==> src/design/lcm_pkg.sv <==
// ----------------------------------------------------------------------------
// Liveness monitor package
// Shared types and constants for the channel cells, divider and top level.
// ----------------------------------------------------------------------------
`default_nettype none

package lcm_pkg;

    localparam int CHANNELS_DEF = 16;
    localparam int IDX_W        = 6;    // enough for the largest channel count

    // Function codes of an input request
    localparam logic [2:0] FN_HEARTBEAT = 3'd0;
    localparam logic [2:0] FN_CHECK     = 3'd1;
    localparam logic [2:0] FN_ENABLE    = 3'd2;
    localparam logic [2:0] FN_DISABLE   = 3'd3;
    localparam logic [2:0] FN_CONFIGURE = 3'd4;
    localparam logic [2:0] FN_START     = 3'd5;

    // Configuration register indexes
    localparam logic [1:0] REG_FATAL_LEVEL = 2'd0;
    localparam logic [1:0] REG_LED_CYCLE   = 2'd1;
    localparam logic [1:0] REG_LED_BLINK   = 2'd2;
    localparam logic [1:0] REG_HB_PERIOD   = 2'd3;

    localparam logic [15:0] LED_CYCLE_RST = 16'd3000;
    localparam logic [15:0] LED_BLINK_RST = 16'd1000;
    localparam logic [15:0] HB_PERIOD_RST = 16'd1000;
    localparam logic [7:0]  LEVEL_NONE    = 8'hFF;

    // Broadcast strobes from the sequencer to every cell
    typedef struct packed {
        logic start;
        logic hb;
        logic en;
        logic dis;
        logic cfg;
        logic eval;
        logic commit;
        logic trip;
    } ctl_t;

    // Fields of the accepted request, channel in the lowest bits
    typedef struct packed {
        logic        enable_bit;
        logic [3:0]  group;
        logic [7:0]  level;
        logic [31:0] timeout_ms;
        logic [31:0] now;
        logic [3:0]  channel;
    } item_t;

    // Scan accumulator handed from cell to cell
    typedef struct packed {
        logic             valid;
        logic             any_off;
        logic [7:0]       min_level;
        logic             fatal_hit;
        logic [3:0]       fatal_ch;
        logic [3:0]       best_group;
        logic [IDX_W-1:0] disp;
    } acc_t;

endpackage

`default_nettype wire

==> src/design/lcm_cell.sv <==
// ----------------------------------------------------------------------------
// Liveness monitor channel cell
// Holds one channel's table entry and folds it into the passing scan token.
// ----------------------------------------------------------------------------
`default_nettype none

module lcm_cell
    import lcm_pkg::*;
#(
    parameter int IDX = 0
)
(
    input  wire logic       clk,
    input  wire logic       rst_n,
    input  wire ctl_t       ctl,
    input  wire item_t      item,
    input  wire logic [7:0] fatal_level,
    input  wire acc_t       acc_in,
    output acc_t            acc_out,
    output logic [1:0]      kind,
    output logic            en_out
);

    localparam logic [IDX_W-1:0] IDX_V = IDX_W'(IDX);

    logic [31:0] last_seen_reg;
    logic [31:0] timeout_reg;
    logic [7:0]  level_reg;
    logic [3:0]  group_reg;
    logic        enabled_reg;
    logic        off_now_reg;
    logic        off_before_reg;
    logic [1:0]  kind_reg;
    acc_t        acc_reg;
    acc_t        acc_next;
    logic        hit;
    logic        silent;
    logic [31:0] silence;

    assign hit     = ({2'b00, item.channel} == IDX_V);
    assign silence = item.now - last_seen_reg;
    assign silent  = enabled_reg && (silence > timeout_reg);

    // Fold this channel into the token; the protect channel does not count
    always_comb
    begin
        acc_next = acc_in;
        if (IDX != 0 && off_now_reg)
        begin
            acc_next.any_off = 1'b1;
            if (level_reg < acc_in.min_level)
                acc_next.min_level = level_reg;
            if (level_reg == fatal_level)
            begin
                acc_next.fatal_hit = 1'b1;
                acc_next.fatal_ch  = IDX_V[3:0];
            end
            if (group_reg > acc_in.best_group)
            begin
                acc_next.best_group = group_reg;
                acc_next.disp       = IDX_V;
            end
        end
    end

    always_ff @(posedge clk or negedge rst_n)
    begin
        if (!rst_n)
        begin
            last_seen_reg  <= '0;
            timeout_reg    <= '0;
            level_reg      <= '0;
            group_reg      <= '0;
            enabled_reg    <= 1'b0;
            off_now_reg    <= 1'b0;
            off_before_reg <= 1'b0;
            kind_reg       <= '0;
            acc_reg        <= '0;
        end
        else
        begin
            acc_reg <= acc_in.valid ? acc_next : '0;
            if (ctl.start)
            begin
                last_seen_reg  <= item.now;
                off_now_reg    <= 1'b0;
                off_before_reg <= 1'b0;
            end
            if (hit && ctl.hb)
                last_seen_reg <= item.now;
            if (hit && ctl.en)
                enabled_reg <= 1'b1;
            if (hit && ctl.dis)
                enabled_reg <= 1'b0;
            if (hit && ctl.cfg)
            begin
                timeout_reg <= item.timeout_ms;
                level_reg   <= item.level;
                group_reg   <= item.group;
                enabled_reg <= item.enable_bit;
            end
            if (ctl.eval && IDX != 0)
                off_now_reg <= silent;
            if (ctl.commit)
            begin
                if (IDX == 0)
                begin
                    off_now_reg    <= ctl.trip;
                    kind_reg       <= {ctl.trip, off_before_reg};
                    off_before_reg <= ctl.trip;
                end
                else if (!ctl.trip)
                begin
                    kind_reg       <= {off_now_reg, off_before_reg};
                    off_before_reg <= off_now_reg;
                end
            end
        end
    end

    assign acc_out = acc_reg;
    assign kind    = kind_reg;
    assign en_out  = enabled_reg;

endmodule

`default_nettype wire

==> src/design/lcm_div.sv <==
// ----------------------------------------------------------------------------
// Liveness monitor divider
// Restoring divider, one quotient bit per cycle.
// ----------------------------------------------------------------------------
`default_nettype none

module lcm_div
    import lcm_pkg::*;
(
    input  wire logic        clk,
    input  wire logic        rst_n,
    input  wire logic        start,
    input  wire logic [31:0] dividend,
    input  wire logic [31:0] divisor,
    output logic             done,
    output logic [31:0]      quo,
    output logic [31:0]      rem
);

    logic [31:0] dvd_reg;
    logic [31:0] dvs_reg;
    logic [32:0] rem_reg;
    logic [31:0] quo_reg;
    logic [5:0]  cnt_reg;
    logic        busy_reg;
    logic        done_reg;
    logic [32:0] trial;
    logic        fits;

    assign trial = {rem_reg[31:0], dvd_reg[31]};
    assign fits  = (trial >= {1'b0, dvs_reg});

    always_ff @(posedge clk or negedge rst_n)
    begin
        if (!rst_n)
        begin
            busy_reg <= 1'b0;
            done_reg <= 1'b0;
            cnt_reg  <= '0;
        end
        else
        begin
            done_reg <= 1'b0;
            if (start)
            begin
                busy_reg <= 1'b1;
                cnt_reg  <= '0;
            end
            else if (busy_reg)
            begin
                cnt_reg <= cnt_reg + 6'd1;
                if (cnt_reg == 6'd31)
                begin
                    busy_reg <= 1'b0;
                    done_reg <= 1'b1;
                end
            end
        end
    end

    always_ff @(posedge clk)
    begin
        if (start)
        begin
            dvd_reg <= dividend;
            dvs_reg <= divisor;
            rem_reg <= '0;
            quo_reg <= '0;
        end
        else if (busy_reg)
        begin
            dvd_reg <= {dvd_reg[30:0], 1'b0};
            rem_reg <= fits ? (trial - {1'b0, dvs_reg}) : trial;
            quo_reg <= {quo_reg[30:0], fits};
        end
    end

    assign done = done_reg;
    assign quo  = quo_reg;
    assign rem  = rem_reg[31:0];

endmodule

`default_nettype wire

==> src/design/multi_channel_liveness_monitor.sv <==
// ----------------------------------------------------------------------------
// Multi-channel liveness monitor
// Per-channel heartbeat timeout monitor with blink-coded offline LED.
// ----------------------------------------------------------------------------
//  channel | direction | tdata / tuser / tlast
//  s_axis  | in        | channel,now,timeout_ms,level,group,enable_bit / func / -
//  m_axis  | out       | report_channel,leds,display,fatal,protect / kind / last
//  cfg     | in        | cfg_we, cfg_addr (register index), cfg_data
//
//  Non-check requests leave the monitor ready. A check holds in the scan
//  while the token passes the row of cells, then, when an offline channel
//  has a group, one or three divisions in the shared divider for the LED
//  pattern, then one result per cycle (1, or min(CHANNELS,16)) while
//  m_tready is high.
//  Reset clears the whole channel table at once (no clearing pass).
//  A stall on the output holds the result and blocks new requests.
// ----------------------------------------------------------------------------
`default_nettype none

module multi_channel_liveness_monitor
    import lcm_pkg::*;
#(
    parameter int CHANNELS = CHANNELS_DEF
)
(
    input  wire logic        clk,
    input  wire logic        rst_n,
    input  wire logic        s_tvalid,
    output logic             s_tready,
    // [3:0] channel, [35:4] now, [67:36] timeout_ms, [75:68] level,
    // [79:76] group, [80] enable_bit, [87:81] zero
    input  wire logic [87:0] s_tdata,
    input  wire logic [2:0]  s_tuser,   // [2:0] func
    output logic             m_tvalid,
    input  wire logic        m_tready,
    // [3:0] report_channel, [4] offline_led, [5] heartbeat_led,
    // [9:6] display_channel, [13:10] fatal_channel, [14] protect_tripped,
    // [15] zero
    output logic [15:0]      m_tdata,
    output logic [1:0]       m_tuser,   // [1:0] kind
    output logic             m_tlast,
    input  wire logic        cfg_we,
    input  wire logic [1:0]  cfg_addr,
    input  wire logic [15:0] cfg_data
);

    localparam int NREP = (CHANNELS < 16) ? CHANNELS : 16;
    localparam logic [3:0] LAST_K = 4'(NREP - 1);

    typedef enum logic [5:0] {
        S_IDLE = 6'b000001,
        S_SCAN = 6'b000010,
        S_CYC  = 6'b000100,
        S_HALF = 6'b001000,
        S_PH   = 6'b010000,
        S_OUT  = 6'b100000
    } state_t;

    state_t      state_reg;
    state_t      state_next;

    // Configuration registers
    logic [7:0]  fatal_level_reg;
    logic [15:0] led_cycle_reg;
    logic [15:0] led_blink_reg;
    logic [15:0] hb_period_reg;

    // Check state
    logic [3:0]  fatal_store_reg;
    logic [31:0] last_toggle_reg;
    logic        hb_level_reg;
    logic        oled_reg;
    logic        trip_reg;
    logic [3:0]  disp_reg;
    logic [3:0]  group_reg;
    logic [31:0] now_reg;
    logic [31:0] phase_reg;
    logic [3:0]  k_reg;
    logic        inject_reg;

    item_t       item;
    ctl_t        ctl;
    logic        accept;
    logic        out_fire;
    logic        out_last;

    acc_t        acc_w [CHANNELS+1];
    logic [1:0]  kind_c [CHANNELS];
    logic [1:0]  kind_w [16];
    logic [CHANNELS-1:0] en_w;
    acc_t        tail;
    logic        trip;

    // Divider hookup
    logic        div_start;
    logic [31:0] div_a;
    logic [31:0] div_b;
    logic        div_done;
    logic [31:0] div_q;
    logic [31:0] div_r;
    logic [31:0] half;

    assign item = s_tdata[80:0];
    assign s_tready = (state_reg == S_IDLE);
    assign accept   = s_tvalid && s_tready;
    assign tail     = acc_w[CHANNELS];
    assign trip     = tail.any_off && (tail.min_level == fatal_level_reg) && en_w[0];

    // Decode the request into broadcast strobes
    always_comb
    begin
        ctl        = '0;
        ctl.start  = accept && (s_tuser == FN_START);
        ctl.hb     = accept && (s_tuser == FN_HEARTBEAT);
        ctl.en     = accept && (s_tuser == FN_ENABLE);
        ctl.dis    = accept && (s_tuser == FN_DISABLE);
        ctl.cfg    = accept && (s_tuser == FN_CONFIGURE);
        ctl.eval   = accept && (s_tuser == FN_CHECK);
        ctl.commit = (state_reg == S_SCAN) && tail.valid;
        ctl.trip   = trip;
    end

    // Fresh token enters the first cell in the cycle after the check request
    assign acc_w[0] = {inject_reg, 1'b0, LEVEL_NONE, 1'b0, 4'd0, 4'd0,
                       {IDX_W{1'b0}}};

    genvar gi;
    generate
        for (gi = 0; gi < CHANNELS; gi++)
        begin : g_cell
            lcm_cell #(.IDX(gi)) u_cell
            (
                .clk         (clk),
                .rst_n       (rst_n),
                .ctl         (ctl),
                .item        (item),
                .fatal_level (fatal_level_reg),
                .acc_in      (acc_w[gi]),
                .acc_out     (acc_w[gi+1]),
                .kind        (kind_c[gi]),
                .en_out      (en_w[gi])
            );
        end
        for (gi = 0; gi < 16; gi++)
        begin : g_kind
            if (gi < CHANNELS)
            begin : g_real
                assign kind_w[gi] = kind_c[gi];
            end
            else
            begin : g_pad
                assign kind_w[gi] = 2'd0;
            end
        end
    endgenerate

    assign half = (div_q == 32'd0) ? 32'd1 : div_q;

    lcm_div u_div
    (
        .clk      (clk),
        .rst_n    (rst_n),
        .start    (div_start),
        .dividend (div_a),
        .divisor  (div_b),
        .done     (div_done),
        .quo      (div_q),
        .rem      (div_r)
    );

    // Sequencer and divider operand selection
    always_comb
    begin
        state_next = state_reg;
        div_start  = 1'b0;
        div_a      = now_reg;
        div_b      = {16'd0, (led_cycle_reg == 16'd0) ? 16'd1 : led_cycle_reg};
        case (state_reg)
            S_IDLE:
            begin
                if (ctl.eval)
                    state_next = S_SCAN;
            end
            S_SCAN:
            begin
                if (tail.valid)
                begin
                    if (tail.disp != '0)
                    begin
                        div_start  = 1'b1;
                        state_next = S_CYC;
                    end
                    else
                        state_next = S_OUT;
                end
            end
            S_CYC:
            begin
                div_a = {16'd0, led_blink_reg};
                div_b = {27'd0, group_reg, 1'b0};
                if (div_done)
                begin
                    if (div_r >= {16'd0, led_blink_reg})
                        state_next = S_OUT;
                    else
                    begin
                        div_start  = 1'b1;
                        state_next = S_HALF;
                    end
                end
            end
            S_HALF:
            begin
                div_a = phase_reg;
                div_b = half;
                if (div_done)
                begin
                    div_start  = 1'b1;
                    state_next = S_PH;
                end
            end
            S_PH:
            begin
                if (div_done)
                    state_next = S_OUT;
            end
            S_OUT:
            begin
                if (out_fire && out_last)
                    state_next = S_IDLE;
            end
            default:
                state_next = S_IDLE;
        endcase
    end

    always_ff @(posedge clk or negedge rst_n)
    begin
        if (!rst_n)
        begin
            state_reg       <= S_IDLE;
            fatal_level_reg <= '0;
            led_cycle_reg   <= LED_CYCLE_RST;
            led_blink_reg   <= LED_BLINK_RST;
            hb_period_reg   <= HB_PERIOD_RST;
            fatal_store_reg <= '0;
            last_toggle_reg <= '0;
            hb_level_reg    <= 1'b0;
            inject_reg      <= 1'b0;
            k_reg           <= '0;
        end
        else
        begin
            state_reg  <= state_next;
            inject_reg <= ctl.eval;
            if (cfg_we)
            begin
                case (cfg_addr)
                    REG_FATAL_LEVEL: fatal_level_reg <= cfg_data[7:0];
                    REG_LED_CYCLE:   led_cycle_reg   <= cfg_data;
                    REG_LED_BLINK:   led_blink_reg   <= cfg_data;
                    REG_HB_PERIOD:   hb_period_reg   <= cfg_data;
                    default:         ;
                endcase
            end
            if (ctl.commit)
            begin
                k_reg <= '0;
                if (tail.fatal_hit)
                    fatal_store_reg <= tail.fatal_ch;
                if (tail.disp != '0)
                    hb_level_reg <= 1'b1;
                else if ((now_reg - last_toggle_reg) >= {16'd0, hb_period_reg})
                begin
                    // toggle the heartbeat LED once hb_period has passed and no offline channel has a group
                    last_toggle_reg <= now_reg;
                    hb_level_reg    <= ~hb_level_reg;
                end
            end
            if (out_fire && !out_last)
                k_reg <= k_reg + 4'd1;
        end
    end

    // Payload captured along the check; no reset needed
    always_ff @(posedge clk)
    begin
        if (ctl.eval)
            now_reg <= item.now;
        if (ctl.commit)
        begin
            trip_reg  <= trip;
            disp_reg  <= tail.disp[3:0];
            group_reg <= tail.best_group;
            oled_reg  <= 1'b0;
        end
        if (state_reg == S_CYC && div_done)
        begin
            phase_reg <= div_r;
            oled_reg  <= (div_r >= {16'd0, led_blink_reg});
        end
        if (state_reg == S_PH && div_done)
            oled_reg <= ~div_q[0];
    end

    // Results
    assign m_tvalid = (state_reg == S_OUT);
    assign out_fire = m_tvalid && m_tready;
    assign out_last = trip_reg || (k_reg == LAST_K);
    assign m_tlast  = out_last;
    assign m_tuser  = kind_w[k_reg];
    assign m_tdata  = {1'b0, trip_reg, fatal_store_reg, disp_reg,
                       hb_level_reg, oled_reg, k_reg};

endmodule

`default_nettype wire

==> config.mk <==
export PLATFORM = sky130hd
export DESIGN_NAME = multi_channel_liveness_monitor
export DESIGN_NICKNAME = d
export VERILOG_FILES = /design/src/design/lcm_pkg.sv /design/src/design/lcm_cell.sv /design/src/design/lcm_div.sv /design/src/design/multi_channel_liveness_monitor.sv
export SDC_FILE = /design/constraint.sdc
export NUM_CORES = 2
export LEC_CHECK = 0
export BUFFER_PORTS_ARGS = -buffer_cell sky130_fd_sc_hd__buf_2
export CAP_MARGIN = 20
export CELL_PAD_IN_SITES_DETAIL_PLACEMENT = 0
export CELL_PAD_IN_SITES_GLOBAL_PLACEMENT = 1
export CORE_MARGIN = 4
export CORE_UTILIZATION = 45
export CTS_BUF_LIST = sky130_fd_sc_hd__clkbuf_8 sky130_fd_sc_hd__clkbuf_16
export CTS_CLUSTER_SIZE = 40
export DETAILED_ROUTE_END_ITERATION = 10
export PLACE_DENSITY_LB_ADDON = 0.25
export SYNTH_ARGS = -nofsm -noshare
export SYNTH_HDL_FRONTEND = slang
export SYNTH_SLANG_ARGS = --single-unit
==> constraint.sdc <==
create_clock -name clk -period 13.3 [get_ports clk]
set_input_delay 1.33 -clock clk [delete_from_list [all_inputs] [get_ports clk]]
set_output_delay 1.33 -clock clk [all_outputs]
set_load 0.02 [all_outputs]
; ---- After elaboration in Yosys (flattened, before gate mapping)
; Index checks and enable logic that the tools add are counted.
[totals]
register_bits = 1933
in_bits = 114
output_inout_bits = 21
word_cells = 773
[op_classes]
addsub = 19
magnitude_cmp = 49
n_eq_ne = 53
mux = 242
bitwise_logic = 5
reduce_logical = 147
[ops]
columns = operator, count
row1 = 32-bit two-way mux, 20
row2 = 32-bit subtractor, 17
row3 = 32-bit > comparator, 15
row4 = 25-bit two-way mux, 16
row5 = 24-bit two-way mux, 15
row6 = 10-bit two-way mux, 15
row7 = 8-bit equality test, 16
row8 = 32-bit one-hot mux with 2 select lines, 2
row9 = 1-bit two-way mux, 126
row10 = 8-bit less-than comparator, 15
row11 = 8-bit two-way mux, 15
row12 = 1-bit logical AND, 93
row13 = 5-bit two-way mux, 15
row14 = 32-bit by 16-bit greater-or-equal comparator with 1-bit output, 2
row15 = 4-bit > comparator, 15
row16 = 6-bit two-way mux, 10
row17 = 3-bit nonzero test, 17
row18 = 2-bit nonzero test, 20
row19 = 4-bit equality test (second input constant), 9
row20 = 6-bit one-hot mux with 6 select lines, 1
row21 = 33-bit by 32-bit greater-or-equal comparator with 1-bit output, 1
row22 = 32-bit zero test, 1
row23 = 4-bit by 3-bit equality test with 1-bit output (second input constant), 4
row24 = 16-bit zero test, 1
row25 = 33 further kinds, 54

; ---- Depth between registers and ports, before layout
[logic_depth]
ltp_word = 7
ltp_mapped = 28
depth_no_buf = 27

; ---- Cells and area by module
; Synthesis repeated with hierarchy kept, for this count alone.
[hier_totals]
cells_unflattened = 12150
hier_area_um2 = 123176.9
[modules_own_cells]
columns = mod, n_inst, cells_each, area_per_inst_um2, seq_area_each_um2
row1 = lcm_cell at g_cell[13].u_cell ..., 2, 687, 6920.4, 2652.5
row2 = lcm_cell at g_cell[12].u_cell ..., 2, 688, 6916.6, 2652.5
row3 = lcm_cell at g_cell[1].u_cell ..., 2, 689, 6916.6, 2652.5
row4 = lcm_cell at g_cell[2].u_cell ..., 2, 686, 6909.1, 2652.5
row5 = multi_channel_liveness_monitor, 1, 998, 10815.4, 4849.7
row6 = lcm_cell at g_cell[9].u_cell, 1, 768, 7384.6, 2652.5
row7 = lcm_cell at g_cell[14].u_cell, 1, 697, 7011.7, 2652.5
row8 = lcm_div, 1, 697, 7006.7, 3403.3
row9 = lcm_cell at g_cell[10].u_cell, 1, 687, 6972.9, 2652.5
row10 = lcm_cell at g_cell[15].u_cell, 1, 686, 6951.7, 2652.5
row11 = lcm_cell at g_cell[6].u_cell, 1, 687, 6917.9, 2652.5
row12 = lcm_cell at g_cell[11].u_cell, 1, 682, 6912.9, 2652.5
row13 = lcm_cell at g_cell[5].u_cell, 1, 684, 6910.4, 2652.5
row14 = lcm_cell at g_cell[0].u_cell, 1, 64, 967.2, 725.7

; ---- Worst setup path before layout
; OpenSTA, ideal clock, no wires.
[synth_timing]
kind = input-to-reg
startpoint = in s_tdata[4]
endpoint = reg g_cell[12].u_cell.off_now_reg
setup_time_ns = 0.136
arrival_time_ns = 6.358
t_required_ns = 13.164
path_slack_ns = 6.806
path_stages = 28
n_path_buf = 1
cell_sequence = inv_1 clkbuf_1 ha_1 inv_1 fa_1 a21o_1 a21oi_1 o21ai_0 a21oi_1 o21ai_1 a2111oi_2 nor3_1 or2_2 a21o_1 a21oi_1 xnor2_1 ha_1 nor2b_1 o21ai_0 nand2b_1 a21oi_1 nor2b_1 o21ai_0 nand2b_1 a21oi_1 o31ai_1 a2111oi_0 o21ai_0
[synth_between]
elab_chain_cells = 4
[synth_lines]
columns = item, line_no
row1 = start: declaration, multi_channel_liveness_monitor.sv:32  ; input wire logic [87:0] s_tdata,
row2 = 32-bit subtractor, lcm_cell.sv:41  ; assign silence = item.now - last_seen_reg;
row3 = 32-bit > comparator, lcm_cell.sv:42  ; assign silent = enabled_reg && (silence > timeout_reg);
row4 = 1-bit logical AND, lcm_cell.sv:42
row5 = 1-bit two-way mux, lcm_cell.sv:102  ; if (ctl.eval && IDX != 0)
row6 = end signal: assignment, lcm_cell.sv:103  ; off_now_reg <= silent;
row7 = end signal: assignment, lcm_cell.sv:108  ; off_now_reg <= ctl.trip;
row8 = end: declaration, lcm_cell.sv:31  ; logic off_now_reg;
; Every way passes these cells.
; A chain may end at the register's enable or synchronous reset.

; ---- Final worst setup path
[layout_timing]
startpoint = in s_tdata[4]
endpoint = reg g_cell[13].u_cell.off_now_reg
[layout_between]
elab_chain_cells = 4
[layout_lines]
columns = item, line_no
row1 = 32-bit subtractor, lcm_cell.sv:41
row2 = 32-bit > comparator, lcm_cell.sv:42
row3 = 1-bit logical AND, lcm_cell.sv:42
row4 = 1-bit two-way mux, lcm_cell.sv:102
row5 = end signal: assignment, lcm_cell.sv:103
row6 = end signal: assignment, lcm_cell.sv:108
row7 = end: declaration, lcm_cell.sv:31
; Every way passes these cells.

==> impl_metrics.toml <==
[routing]
drc = 0
vias = 82180
post_detailed_route_count_of_antenna_violating_nets = 0
route.met3.wl_um = 14800
drt-initial-drc-count = 5897
wl_met2_um = 139100
viasPerCell = 5.436
dr.max_layer_used = "met5"
route.detailed.wl_per_inst_um = 20.64
route.final.wire_length_um = 312000
route.layer.met1.wl_um = 149500
drt_pre_antenna_iters = 5

[floorplan]
floorplan.die_area_um2 = 260700
io-pin-count = 135
row_count = 184
core_region_area_um2 = 251400
initial_standard_cell_utilization_of_the_core_pct = 45.20
die-height_um = 510.5
die_x_um = 510.5

[critical_path]
slowest_stage = "sky130_fd_sc_hd__nor4_1"
worst_ep_required_time_ps = 14090
slowest_delay_ps = 530
reg2reg_depth = 23
worst_setup_path_end_kind = "flop"
crit_arrival_ps = 7470
critical_path.reg2reg.endpoint = "g_cell[13].u_cell.off_now_reg"
setup_crit_start_kind = "input port"
regToRegSetupSlack_ps = 7590
worstSetupPathType = "in2reg"
worstPathMaxFanout = 30
worstReg2RegStart = "g_cell[13].u_cell.last_seen_reg[0]"

[timing]
worst_slew_pin_slew_ps = 1199
timing.final.hold_violations = 0
maxSlewViolCount = 0
fin_crit_period_ps = 6683
setup_viol_count_final = 0
rsz_0062_raised_after_global_routing = "no"
fin_crit_sh_pct = 50.25
final.setup_skew_ps = 53.43
finalWorstSetupSlack_ps = 6617
setup_total_negative_slack_ps = 0
fmaxAchievable_ghz = 0.1496
timing.slew.headroom_pct = 20.08

[clocking]
cts.reportedPaths.clkPinSlew_ps = 60
tritoncts_num_sinks = 1856
number_of_buffers_inserted_to_repair_setup_after_cts = 0
ctsResizeCount = 0
cts_root_buf = "sky130_fd_sc_hd__clkbuf_16"
cts_buffer_count = 209
clk_path_buf_depth = 3
cts-htree-levels = 4
holdBufCountCts = 0
clk-insertion-delay-late_ps = 870
tritoncts = "done"

[worst_hold_path]
hold-path-endpoint = "g_cell[0].u_cell.acc_out[21]"
hold_class = "reg2reg"
hold_start = "inject_reg"
hold_path_depth = 0

[logic_synthesis]
ys_dominant_reg_cell = "sky130_fd_sc_hd__dfrtp_1"
seq_total_area_yosys_pct = 41.22
synth.area.mux_share_pct = 9.476
syn-num-nets = 12830
synth_area_leader_cell = "sky130_fd_sc_hd__dfrtp_1"
netlist-cell-type-count = 106
synth_async_sr_flop_share_pct = 89.12
compound_cell_area_share_of_the_yosys_netlist_pct = 14.04
total_of_warnings_raised_by_yosys = 0
synth-edff-count = 138
syn_avg_cell_area_um2 = 9.883
synth-xor-area-share_pct = 4.539
top_post_synthesis_cells_by_area = "sky130_fd_sc_hd__dfrtp_1 (36%), sky130_fd_sc_hd__ha_1 (13%), sky130_fd_sc_hd__mux2_2 (7.0%)"
fraction_of_the_mapped_netlist_area_in_adder_cells_pct = 13.54
synthDominantCellAreaShare_pct = 35.98
yosys.area_share.simple_pct = 11.03
yosys_register_bits = 1856
syn-instance-count = 11500
synth_top_family_by_area = "compound AO/OA/AOI/OAI gates"
post_synth_instance_area_um2 = 113600

[flow_run]
drv.max_cap_violation_count = 0

[place]
place.gp.congestion = 0.8711
placement.io_buffers = 126
place.detailed.hpwl_um = 218500
pre_cts_slack_ps = 5817

[cells_and_area]
layout_common_cells = "sky130_fd_sc_hd__dfrtp_1 (1633), sky130_fd_sc_hd__inv_1 (1412), sky130_fd_sc_hd__ha_1 (1203), sky130_fd_sc_hd__o21ai_0 (799), sky130_fd_sc_hd__nand2_1 (766)"
final_common_cell = "sky130_fd_sc_hd__dfrtp_1"
drive_above_1_share_pct = 12.77
final_net_count = 12910
area_delta_synth_final_pct = 10.33

[pwr]
power_per_cell_area_nw_per_um2 = 191.2
leakagePower_uw = 0.05985
worst_ir_drop_vdd_mv = 0.1520
report.power.total_uw = 23970

[global_routing]
antenna_found_initial = 28
wire_length_of_the_first_global_routing_pass_um = 481000
number_of_global_route_vias_before_repair = 81620
overall_track_demand_over_capacity_in_global_routing_pct = 23.84
grt_start_max_net_pins = 171
grt_remaining_overflow = 0

[run_status]
outcome = "finished clean"
-- power by group --
| part | switching (µW) | internal [µW] |
|---|---|---|
| Clock | 2520 | 3440 |
| Combinational | 5850 | 4880 |
| Sequential | 517 | 6770 |
| Total | 8890 | 15100 |
-- kinds of logic after synthesis --
group / after synthesis
compound gates: 2580
xor+xnor: 589
fa+ha+maj: 1220
buf+inv: 1761
flops: 1856
mux: 964
other cells: 1
simple gates: 2528
-- final cells by class --
type	count	area (µm²)
Antenna cell	13	32.53
Clock buffer	245	5725
Clock inverter	144	1476
Fill cell	23020	126000
Inverter	1360	5105
Multi-Input combinational cell	7882	60100
Sequential cell	1856	46840
Tap cell	3348	4189
Timing Repair Buffer	270	1919
-- worst max-delay path by stage --
| stage | start | end | slack (ps) | depth (start not counted) |
|---|---|---|---|---|
| after floorplan | s_tdata[4] | g_cell[12].u_cell.off_now_reg | 6810 | 28 |
| after global placement | s_tdata[4] | g_cell[13].u_cell.off_now_reg | 5810 | 26 |
| after detailed placement | s_tdata[4] | g_cell[13].u_cell.off_now_reg | 5820 | 26 |
| after CTS | s_tdata[4] | g_cell[13].u_cell.off_now_reg | 6720 | 26 |
| after global routing | s_tdata[5] | g_cell[2].u_cell.off_now_reg | 6290 | 23 |
| final | s_tdata[4] | g_cell[13].u_cell.off_now_reg | 6620 | 26 |
-- metal layers --
metal	global-route usage (%)	vias up
met5	0	-
met4	6.308	6
met3	2.727	411
met2	38.20	1621
met1	34.32	40210
li1	-	39940
-- cells in the mapped netlist, types with 30 or more instances --
master / count
sky130_fd_sc_hd__ha_1: 1203
sky130_fd_sc_hd__o21ai_0: 799
sky130_fd_sc_hd__and3_1: 82
sky130_fd_sc_hd__a22oi_1: 37
sky130_fd_sc_hd__clkbuf_1: 253
sky130_fd_sc_hd__mux2i_1: 192
sky130_fd_sc_hd__nand4_1: 136
sky130_fd_sc_hd__a211oi_1: 76
sky130_fd_sc_hd__mux2_1: 30
sky130_fd_sc_hd__nor3_1: 100
sky130_fd_sc_hd__a21o_1: 280
sky130_fd_sc_hd__inv_1: 1357
sky130_fd_sc_hd__a31oi_1: 56
sky130_fd_sc_hd__nor2_1: 538
sky130_fd_sc_hd__buf_2: 92
sky130_fd_sc_hd__xor2_1: 197
sky130_fd_sc_hd__nand2b_1: 165
sky130_fd_sc_hd__o21a_1: 199
sky130_fd_sc_hd__a22o_1: 30
sky130_fd_sc_hd__dfxtp_1: 64
sky130_fd_sc_hd__nand2_1: 766
sky130_fd_sc_hd__dfrtp_1: 1634
sky130_fd_sc_hd__o21ai_1: 44
sky130_fd_sc_hd__o21bai_1: 71
sky130_fd_sc_hd__a21oi_1: 679
sky130_fd_sc_hd__buf_4: 39
sky130_fd_sc_hd__and2_1: 45
sky130_fd_sc_hd__nand3_1: 149
sky130_fd_sc_hd__mux2_2: 709
sky130_fd_sc_hd__o31ai_1: 32
sky130_fd_sc_hd__nor4_1: 55
sky130_fd_sc_hd__nor2b_1: 343
sky130_fd_sc_hd__xnor2_1: 392
sky130_fd_sc_hd__edfxtp_1: 138
-- through the flow --
step | hold slack (ps) | utilization, % | cell area, µm² | std cells
2_1_floorplan | 331.2 | - | 113600 | 11500
3_3_place_gp | 337.4 | 46.91 | 117900 | 14700
3_5_place_dp | 337.0 | 46.92 | 118000 | 14710
4_1_cts | 348.3 | 49.79 | 125200 | 15100
5_1_grt | 355.0 | 49.86 | 125400 | 15110
6_report | 345.7 | 49.88 | 125400 | 15120
-- worst max-delay path: cells and delay by family --
kind            cells  cell delay, ps
compound gates     11            2270
xor+xnor            1             170
fa+ha+maj           3             970
buf+inv             5             930
simple gates        6            1770
Note: power is estimated with default switching activity, not from simulation.
